--- config.mk ---
export PLATFORM = sky130hd
export DESIGN_NAME = frame_rms_meter_top
export DESIGN_NICKNAME = d
export VERILOG_FILES = /design/src/rtl/frm_pkg.sv /design/src/rtl/frame_rms_meter_top.sv
export VERILOG_INCLUDE_DIRS = /design/src /design/src/rtl
export SDC_FILE = /design/constraint.sdc
export NUM_CORES = 1
export LEC_CHECK = 0
export BUFFER_PORTS_ARGS = -buffer_cell sky130_fd_sc_hd__buf_2
export CORE_MARGIN = 1.5
export CORE_UTILIZATION = 45
export DETAILED_ROUTE_END_ITERATION = 8
export GPL_TIMING_DRIVEN = 0
export PLACE_DENSITY_LB_ADDON = 0.2
export REMOVE_ABC_BUFFERS = 1
export SLEW_MARGIN = 20
export SYNTH_ARGS = -nofsm -noshare
export SYNTH_HDL_FRONTEND = slang
export SYNTH_SLANG_ARGS = --single-unit
--- constraint.sdc ---
create_clock -name clk -period 16.92 [get_ports clk]
set_clock_uncertainty 0.05 [all_clocks]
set_input_delay 2.538 -clock clk [delete_from_list [all_inputs] [get_ports clk]]
set_output_delay 2.538 -clock clk [all_outputs]
set_load 0.01 [all_outputs]
--- src/rtl/frame_rms_meter_top_defines.svh ---
// ----------------------------------------------------------------------------
// frame_rms_meter_top_defines
// Assertion macros for the frame RMS meter. They expand to nothing in synthesis.
// ----------------------------------------------------------------------------
`ifndef FRAME_RMS_METER_TOP_DEFINES_SVH
`define FRAME_RMS_METER_TOP_DEFINES_SVH

`ifndef SYNTHESIS
// checked only while out of reset
`define FRM_ASSERT(label, clk, rst, prop) \
  label: assert property (@(posedge clk) disable iff (rst) prop) \
    else $error("frame rms meter assertion failed");
// checked at every edge, reset included
`define FRM_ASSERT_ALWAYS(label, clk, prop) \
  label: assert property (@(posedge clk) prop) \
    else $error("frame rms meter assertion failed");
`else
`define FRM_ASSERT(label, clk, rst, prop)
`define FRM_ASSERT_ALWAYS(label, clk, prop)
`endif

`endif

--- src/rtl/frm_pkg.sv ---
// ----------------------------------------------------------------------------
// frm_pkg
// Types and fixed widths shared by the frame RMS meter.
// ----------------------------------------------------------------------------
package frm_pkg;

  localparam int SAMPLE_W = 16;  // pcm sample
  localparam int MAG_W    = 16;  // sample magnitude, 0..32768
  localparam int PROD_W   = 32;  // one square
  localparam int ROOT_W   = 16;  // rms level
  localparam int RAD_W    = 32;  // square root operand
  localparam int SREM_W   = 18;  // square root remainder

  typedef struct packed {
    logic signed [SAMPLE_W-1:0] sample;
    logic                       frame_end;
  } frm_in_t;

  typedef struct packed {
    logic [ROOT_W-1:0] rms_level;
    logic              frame_overflow;
  } frm_out_t;

  typedef enum logic [2:0] {
    FRM_IDLE,
    FRM_SQUARE,
    FRM_ACCUM,
    FRM_DIVIDE,
    FRM_SQRT,
    FRM_DONE
  } frm_state_t;

endpackage

--- src/rtl/frame_rms_meter_top.sv ---
// ----------------------------------------------------------------------------
// frame_rms_meter_top
// Frame RMS level meter: sums squared samples over a frame, then gives
// floor(sqrt(floor(sum / count))) with 32768 as full scale.
// ----------------------------------------------------------------------------
//  channel   handshake                    payload
//  sample    sample_valid / sample_ready  sample_item (sample, frame_end)
//  level     level_valid / level_ready    level_item (rms_level, frame_overflow)
//
//  each sample is accepted in IDLE, squared bit-serially in SQUARE, then added
//  into the frame sum in ACCUM; a sample past the frame limit is only accepted.
//  a frame's last sample then goes through restoring division in DIVIDE (one
//  quotient bit a cycle) and square root in SQRT (one root bit a cycle), then
//  loads the output register in DONE. a new sample is taken only in IDLE.
//  reset clears the frame state and empties the output register.
//  samples are taken while a result still waits in the output register; only
//  the final load stalls on level_ready.
// ----------------------------------------------------------------------------
`include "frame_rms_meter_top_defines.svh"

module frame_rms_meter_top #(
  parameter int MAX_FRAME_SAMPLES = 4096
) (
  input  logic              clk,
  input  logic              rst,
  input  logic              sample_valid,
  output logic              sample_ready,
  input  frm_pkg::frm_in_t  sample_item,
  output logic              level_valid,
  input  logic              level_ready,
  output frm_pkg::frm_out_t level_item
);

  import frm_pkg::*;

  localparam int CNT_W  = $clog2(MAX_FRAME_SAMPLES + 1);
  localparam int SUM_W  = PROD_W - 2 + CNT_W;
  localparam int STEP_W = $clog2(SUM_W);

  frm_state_t state, state_next;

  // frame accumulation
  logic [SUM_W-1:0]  square_sum;
  logic [CNT_W-1:0]  sample_count;
  logic              overflow_seen;
  logic              last_pending;

  // bit-serial square
  logic [PROD_W-1:0] prod;
  logic [MAG_W-1:0]  mcand;
  logic [MAG_W:0]    prod_add;
  logic [PROD_W-1:0] prod_next;

  // restoring divider
  logic [SUM_W-1:0]  quot;
  logic [CNT_W-1:0]  rem;
  logic [CNT_W-1:0]  divisor;
  logic [CNT_W:0]    div_shift;
  logic              div_ge;
  logic [SUM_W-1:0]  quot_next;
  logic              ovf_res;

  // square root
  logic [RAD_W-1:0]  rad;
  logic [SREM_W-1:0] srem;
  logic [ROOT_W-1:0] root;
  logic [SREM_W+1:0] sqrt_shift;
  logic [SREM_W+1:0] sqrt_trial;
  logic              sqrt_ge;
  logic [ROOT_W-1:0] root_next;

  logic [STEP_W-1:0] step;
  logic              step_last;
  logic              accept;
  logic              frame_full;
  logic [MAG_W-1:0]  mag;
  logic [SUM_W-1:0]  sum_next;
  logic              out_load;

  assign accept     = sample_valid && sample_ready;
  assign frame_full = (sample_count == CNT_W'(MAX_FRAME_SAMPLES));
  assign step_last  = (step == '0);
  assign mag        = sample_item.sample[SAMPLE_W-1] ?
                      MAG_W'(~sample_item.sample + 1'b1) : MAG_W'(sample_item.sample);

  // one multiplier bit per cycle, product shifts right
  assign prod_add  = {1'b0, prod[PROD_W-1 -: MAG_W]} + (prod[0] ? {1'b0, mcand} : '0);
  assign prod_next = {prod_add, prod[PROD_W-MAG_W-1:1]};
  assign sum_next  = square_sum + SUM_W'(prod);

  // one quotient bit per cycle
  assign div_shift = {rem, quot[SUM_W-1]};
  assign div_ge    = (div_shift >= {1'b0, divisor});
  assign quot_next = {quot[SUM_W-2:0], div_ge};

  // one root bit per cycle
  assign sqrt_shift = {srem, rad[RAD_W-1 -: 2]};
  assign sqrt_trial = {2'b00, root, 2'b01};
  assign sqrt_ge    = (sqrt_shift >= sqrt_trial);
  assign root_next  = {root[ROOT_W-2:0], sqrt_ge};

  always_ff @(posedge clk) begin
    if (rst) begin
      state <= FRM_IDLE;
    end else begin
      state <= state_next;
    end
  end

  always_comb begin
    state_next   = state;
    sample_ready = 1'b0;
    out_load     = 1'b0;
    case (state)
      FRM_IDLE: begin
        sample_ready = !rst;
        if (accept) begin
          if (!frame_full) begin
            state_next = FRM_SQUARE;
          end else if (sample_item.frame_end) begin
            state_next = FRM_DIVIDE;
          end
        end
      end
      FRM_SQUARE: begin
        if (step_last) begin
          state_next = FRM_ACCUM;
        end
      end
      FRM_ACCUM: begin
        state_next = last_pending ? FRM_DIVIDE : FRM_IDLE;
      end
      FRM_DIVIDE: begin
        if (step_last) begin
          state_next = FRM_SQRT;
        end
      end
      FRM_SQRT: begin
        if (step_last) begin
          state_next = FRM_DONE;
        end
      end
      FRM_DONE: begin
        if (!level_valid || level_ready) begin
          out_load   = 1'b1;
          state_next = FRM_IDLE;
        end
      end
      default: begin
        state_next = FRM_IDLE;
      end
    endcase
  end

  // frame state and control
  always_ff @(posedge clk) begin
    if (rst) begin
      square_sum    <= '0;
      sample_count  <= '0;
      overflow_seen <= 1'b0;
      last_pending  <= 1'b0;
      level_valid   <= 1'b0;
    end else begin
      if (accept) begin
        last_pending <= sample_item.frame_end;
        if (!frame_full) begin
          sample_count <= sample_count + 1'b1;
        end else if (sample_item.frame_end) begin
          // closing sample of a full frame: hand the sum over now
          square_sum    <= '0;
          sample_count  <= '0;
          overflow_seen <= 1'b0;
        end else begin
          overflow_seen <= 1'b1;
        end
      end
      if (state == FRM_ACCUM) begin
        if (last_pending) begin
          square_sum    <= '0;
          sample_count  <= '0;
          overflow_seen <= 1'b0;
        end else begin
          square_sum <= sum_next;
        end
      end
      if (out_load) begin
        level_valid <= 1'b1;
      end else if (level_ready) begin
        level_valid <= 1'b0;
      end
    end
  end

  // datapath
  always_ff @(posedge clk) begin
    if (accept) begin
      if (frame_full && sample_item.frame_end) begin
        quot    <= square_sum;
        rem     <= '0;
        divisor <= sample_count;
        ovf_res <= 1'b1;
        step    <= STEP_W'(SUM_W - 1);
      end else begin
        prod  <= PROD_W'(mag);
        mcand <= mag;
        step  <= STEP_W'(MAG_W - 1);
      end
    end
    case (state)
      FRM_SQUARE: begin
        prod <= prod_next;
        step <= step - 1'b1;
      end
      FRM_ACCUM: begin
        quot    <= sum_next;
        rem     <= '0;
        divisor <= sample_count;
        ovf_res <= overflow_seen;
        step    <= STEP_W'(SUM_W - 1);
      end
      FRM_DIVIDE: begin
        quot <= quot_next;
        rem  <= div_ge ? CNT_W'(div_shift - {1'b0, divisor}) : CNT_W'(div_shift);
        if (step_last) begin
          // mean of squares stays below 2^31
          rad  <= RAD_W'(quot_next);
          srem <= '0;
          root <= '0;
          step <= STEP_W'(ROOT_W - 1);
        end else begin
          step <= step - 1'b1;
        end
      end
      FRM_SQRT: begin
        rad  <= rad << 2;
        srem <= sqrt_ge ? SREM_W'(sqrt_shift - sqrt_trial) : SREM_W'(sqrt_shift);
        root <= root_next;
        step <= step - 1'b1;
      end
      FRM_DONE: begin
        if (out_load) begin
          level_item.rms_level      <= root;
          level_item.frame_overflow <= ovf_res;
        end
      end
      default: begin
      end
    endcase
  end

  `FRM_ASSERT(a_count_bound, clk, rst, sample_count <= CNT_W'(MAX_FRAME_SAMPLES))
  `FRM_ASSERT(a_rem_below_divisor, clk, rst, (state == FRM_DIVIDE) |-> (rem < divisor))
  `FRM_ASSERT(a_last_leaves_idle, clk, rst, (accept && sample_item.frame_end) |=> (state != FRM_IDLE))
  `FRM_ASSERT(a_level_range, clk, rst, level_valid |-> (level_item.rms_level <= 16'd32768))
  `FRM_ASSERT(a_load_from_done, clk, rst, (level_valid && !$past(level_valid)) |-> ($past(state) == FRM_DONE))
  `FRM_ASSERT_ALWAYS(a_reset_empties, clk, rst |=> !level_valid)

endmodule
# --- Word-level counts from Yosys, hierarchy flattened ---
# Index checks and enable logic that the tools add are counted.
totals:
  regBits: 269
  inputBits: 21
  wordCells: 126
classes:
  add_sub_neg: 7
  n_lt_le_gt_ge: 2
  n_eq_ne: 13
  muxes: 58
  bitwise_logic: 2
  n_reduce_logical: 26
ops:
  columns: ["cell", "n"]
  rows:
  - ["43-bit 2-to-1 mux", 7]
  - ["13-bit 2-to-1 mux", 11]
  - ["32-bit 2-to-1 mux", 4]
  - ["43-bit case mux with 2 select lines", 1]
  - ["32-bit case mux with 2 select lines", 1]
  - ["16-bit 2-to-1 mux", 3]
  - ["43-bit by 32-bit adder with 43-bit output", 1]
  - ["18-bit 2-to-1 mux", 2]
  - ["18-bit case mux with 2 select lines", 1]
  - ["16-bit case mux with 2 select lines", 1]
  - ["13-bit case mux with 2 select lines", 1]
  - ["3-bit 2-to-1 mux", 7]
  - ["20-bit by 18-bit >= comparator with 1-bit output", 1]
  - ["6-bit 2-to-1 mux", 3]
  - ["3-bit case mux with 6 select lines", 1]
  - ["6-bit case mux with 3 select lines", 1]
  - ["18-bit subtractor", 1]
  - ["16-bit by 16-bit adder with 17-bit output", 1]
  - ["16-bit by 1-bit adder with 16-bit output, second input constant", 1]
  - ["16-bit inverter", 1]
  - ["14-bit by 13-bit >= comparator with 1-bit output", 1]
  - ["2-bit nonzero test", 7]
  - ["13-bit by 1-bit adder with 13-bit output, second input constant", 1]
  - ["13-bit equality test, second input constant", 1]
  - ["other kinds (22)", 48]

# --- Longest topological paths before layout ---
depth:
  depth_word: 6
  ltp_mapped: 12
  ltp_nobuf: 12

# --- Worst setup path before layout ---
# No wires, ideal clock.
synth_timing:
  kind: "reg-to-reg"
  from: "register step[0]"
  to: "register rad[0] (enable)"
  setup_ns: 0.581
  arrival_ns: 5.726
  t_required_ns: 16.289
  slack_ns: 10.563
  stages_incl_launch_ff: 6
  period_less_slack_ns: 6.357
  cell_sequence: "edfxtp_1 inv_1 ha_1 nand2_1 or3_1 o21ai_0"
synth_via:
  elab_chain_cells: 3
synth_rtl:
  columns: ["element", "line", "text"]
  rows:
  - ["start: declaration", "frame_rms_meter_top.sv:72", "logic [STEP_W-1:0] step;"]
  - ["start signal: assignment", "frame_rms_meter_top.sv:202", "step <= STEP_W'(SUM_W - 1);"]
  - ["start signal: assignment", "frame_rms_meter_top.sv:206", "step <= STEP_W'(MAG_W - 1);"]
  - ["start signal: assignment", "frame_rms_meter_top.sv:212", "step <= step - 1'b1;"]
  - ["6-bit zero test", "frame_rms_meter_top.sv:82", "assign step_last = (step == '0);"]
  - ["2-bit != test (no source line)", null, null]
  - ["2-bit AND reduction (no source line)", null, null]
  - ["end signal: assignment", "frame_rms_meter_top.sv:226", "rad <= RAD_W'(quot_next);"]
  - ["end signal: assignment", "frame_rms_meter_top.sv:235", "rad <= rad << 2;"]
  - ["end: declaration", "frame_rms_meter_top.sv:64", "logic [RAD_W-1:0] rad;"]
# No other way between the ends.
# A chain may end at the register's enable or synchronous reset.

# --- Final worst setup path ---
layout_timing:
  from: "input rst"
  to: "output sample_ready"
layout_via:
  elab_chain_cells: 2
layout_rtl:
  columns: ["element", "line", "text"]
  rows:
  - ["start: declaration", "frame_rms_meter_top.sv:25", "input logic rst,"]
  - ["1-bit zero test", "frame_rms_meter_top.sv:116", "sample_ready = !rst;"]
  - ["1-bit 2-to-1 mux", "frame_rms_meter_top.sv:114", "case (state)"]
  - ["end: declaration", "frame_rms_meter_top.sv:27", "output logic sample_ready,"]
# No other way between the ends.

==> impl_metrics.csv <==
group,metric,value,unit
global_routing,grt_start_max_net_pins,68,
timing,finalHoldViolations,0,
placement,io_buffers,39,
cells_and_area,nFillCells,3202,
synth,synth-simple-area-share,0.1834,
clock_network,ctsRootBufferMaster,"clkbuf_16",
timing,min_period,6.435,ns
global_routing,met3_usage,0.02251,
worst_setup_path,startpoint_type,"input port",
route,routedWlPerCell,17.03,µm
worst_setup_path,crit_start,"rst",
timing,fin_ws,10.49,ns
worst_setup_path,reg2reg_slack,12.48,ns
synth,synth_cell_types,90,
route,routed_wl,35.59,mm
min_path,hold_class,"register to register",
power_and_ir_drop,p_seq_frac,0.418,
power_and_ir_drop,p_leak,6.877,nW
global_routing,grt_pass1_wl,58.62,mm
synth,ys_seq_area_frac,0.4746,
placement,dpl_cell_area,0.01645,mm²
synth,synth.avg_cell_area,9.839,µm²
min_path,min_path_cells,0,
power_and_ir_drop,p_int,1.385,mW
synth,synth-adder-area-share,0.06992,
clock_network,numCtsBuffers,31,
power_and_ir_drop,p_clk_frac,0.333,
die,die_w,189.9,µm
worst_setup_path,crit_family,"simple AND/OR/NAND/NOR gates",
power_and_ir_drop,pwr-share-comb,0.248,
synth,synthCells,1597,
clock_network,postCtsHoldBufs,0,
worst_setup_path,cp.arrival,3.85,ns
cells_and_area,antenna_cells,0,
run,maxCapViolCount,0,
timing,tns,0,ns
placement,dp_hpwl,25.18,mm
power_and_ir_drop,p_switching,0.6602,mW
die,fp-row-count,68,
power_and_ir_drop,vdd_drop_max,0.07186,mV
worst_setup_path,critical_path.max_fanout,28,
worst_setup_path,r2r_end,"square_sum[29]",
worst_setup_path,cpMostUsedCell,"buf_2",
timing,rsz0062_at_grt,"false",
placement,pre_cts_ws,10.50,ns
run_status,status,"finished clean",
timing,max_freq,155.4,MHz
synth,synthArstFlopShare,0,
power_and_ir_drop,power.share.switching,0.3228,
synth,synth.area.mux_share,0.03448,
worst_setup_path,critPathBufInv,2,
timing,worst_pin_slew,0.9857,ns
synth,ys_ff_latch,269,
worst_setup_path,critical_path_class,"input port to output pin",
worst_setup_path,timing.rr.start,"state[2]",
cells_and_area,drive_above_1_share,0.1003,
global_routing,met1_usage,0.2794,
global_routing,antenna_found_initial,0,
synth,synthFlopType,"edfxtp_1",
global_routing,busiest_layer,"met2",
clock_network,cts_tree,"built",
die,dieArea,0.03605,mm²
route,vias,11796,
global_routing,grt_util_met2,0.3268,
worst_setup_path,crit_chain,"buf_2 > nor4_1 > buf_2",
die,ios,40,
die,dieHeight,189.9,µm
timing,drv_slew,0,
worst_setup_path,max_stage_delay,0.70,ns
worst_setup_path,crit_path_end,"sample_ready",
route,firstDrtPassIters,5,
clock_network,worstSkewPairLatency,0.58,ns
synth,yosys_warnings,0,
timing,setup_viol,0,
worst_setup_path,required,14.33,ns
cells_and_area,fin_util,0.5074,
cells_and_area,postLayoutCellArea,0.01749,mm²
worst_setup_path,rr_worst_depth,10,
worst_setup_path,slowest_stage,"nor4_1",
synth,synth_top_family_by_area,"simple AND/OR/NAND/NOR gates",
route,drc,0,
clock_network,clock-sinks,269,
worst_setup_path,critPathCaptureType,"output pin",
worst_setup_path,cp.depth,3,
clock_network,htree_levels,1,
power_and_ir_drop,cellPowerDensity,117.0,mW/mm²
die,core_area,0.03446,mm²
cells_and_area,ff_latch_area,0.007458,mm²
route,avgViaCountPerCell,5.644,
cells_and_area,multi_input_area,0.007782,mm²
route,dr.first_iter.drc_count,773,
synth,yosys.area_share.xor_xnor,0.04292,
cells_and_area,num-nets-final,1717,
clock_network,clk_path_buf_depth,3,
clock_network,post-cts-setup-buffer-count,0,
timing,period_share,0.3803,
synth,synth-compound-area-share,0.1604,
synth,synth-edff-count,207,
global_routing,gr-total-overflow,0,
cells_and_area,area_growth,11.28,%
cells_and_area,layout.cells.non_filler,2090,
placement,dpl.cell_count,2032,
clock_network,clk_pin_slew,0.06,ns
route,ant_nets,0,
synth,syn_area,0.01571,mm²
die,start_util,0.4560,
global_routing,grt_pass1_vias,11278,
timing,relSlewSlack,0.3421,
clock_network,cts_resized,0,
global_routing,track_usage,0.1995,
placement,gp_congestion,0.8448,
==> cell families (layout without fill, tap and decap cells) <==
family                     after synthesis  after routing
and+or+nand+nor                        611            611
adders and majority gates               86             86
buffers and inverters                  133            171
AOI/OAI and AO/OA                      369            369
xor gates and xnor gates                77             77
DFF                                    269            269
muxes                                   52             52
==> area by class of cell <==
cell class                      count  area share
Inverter                           62     0.01331
Sequential cell                   269      0.4265
Clock buffer                       35     0.04637
Clock inverter                     23     0.01252
Tap cell                          455     0.03256
Timing Repair Buffer               51     0.02361
Multi-Input combinational cell   1195      0.4451
==> worst min-delay path by stage <==
| stage | startpoint | endpoint | slack, ns |
|---|---|---|---|
| after floorplan | ovf_res | level_item[0] | 0.35 |
| after global placement | ovf_res | level_item[0] | 0.38 |
| after detailed placement | root[3] | level_item[4] | 0.38 |
| after CTS | root[3] | level_item[4] | 0.39 |
| after global routing | root[10] | level_item[11] | 0.42 |
| final | root[3] | level_item[4] | 0.39 |
==> placed cells by master, fill, tap and decap left out, types with 5 or more instances in the layout <==
cell	n
a21o_1	37
o21ai_0	68
a31oi_1	12
edfxtp_1	207
nand2b_1	12
o21bai_1	9
mux2i_1	35
nand3_1	42
clkinv_2	10
o31ai_1	9
nand2_1	220
xor2_1	31
buf_2	39
o21a_1	12
or3_1	20
a22oi_1	20
xnor2_1	46
nand4_1	18
ha_1	83
o211ai_1	13
nor4_1	10
or4_1	5
a211oi_1	15
a22o_1	5
inv_1	62
nor2_1	141
clkbuf_16	31
nor2b_1	13
nor3_1	41
a21oi_1	92
and2_1	21
o21ai_1	9
mux2_2	16
nor3b_1	8
dfxtp_1	61
a311o_1	9
or2_2	5
and3_1	19
==> layer usage <==
layer  vias to the layer above  wire length, µm
li1                       5887                -
met5                         -                0
met2                       232            16390
met4                         0              720
met3                        49             1507
met1                      5628            16970
==> power groups by stage <==
stage,clock (mW),combinational (mW),sequential [mW]
finish,0.682,0.508,0.855
floorplan,0,0.378,0.849
CTS,0.694,0.509,0.856
detailed placement,0,0.506,0.870
global route,0.719,0.569,0.864
global placement,0,0.472,0.880
==> through the flow <==
step	power, mW	hold WS (ns)
2_1_floorplan	1.227	0.3503
3_3_place_gp	1.352	0.3786
3_5_place_dp	1.377	0.3821
4_1_cts	2.059	0.3936
5_1_grt	2.152	0.4178
6_report	2.045	0.3936
==> cell usage after synthesis (18+ instances only) <==
library cell,instances,area (µm²)
inv_1,62,232.7
and2_1,22,137.6
o21ai_0,69,345.3
dfxtp_1,62,1241
xnor2_1,46,402.9
a21o_1,37,277.8
clkbuf_1,55,206.5
nand3_1,42,210.2
nor3_1,42,210.2
nand2_1,223,837.1
a22oi_1,20,150.1
mux2i_1,35,350.3
xor2_1,31,271.5
and3_1,19,118.9
nor2_1,144,540.5
ha_1,83,1039
nand4_1,18,112.6
or3_1,20,125.1
edfxtp_1,207,6216
a21oi_1,92,460.4
==> flip-flops by register name, indices dropped and copies added (netlist names), 13 cells and up <==
name and cells:
quot 43, divisor 13, root 16, mcand 16, rem 13, srem 18
level_item 17, square_sum 43, sample_count 13, prod 32, rad 32
(Power assumes the default switching activity.)
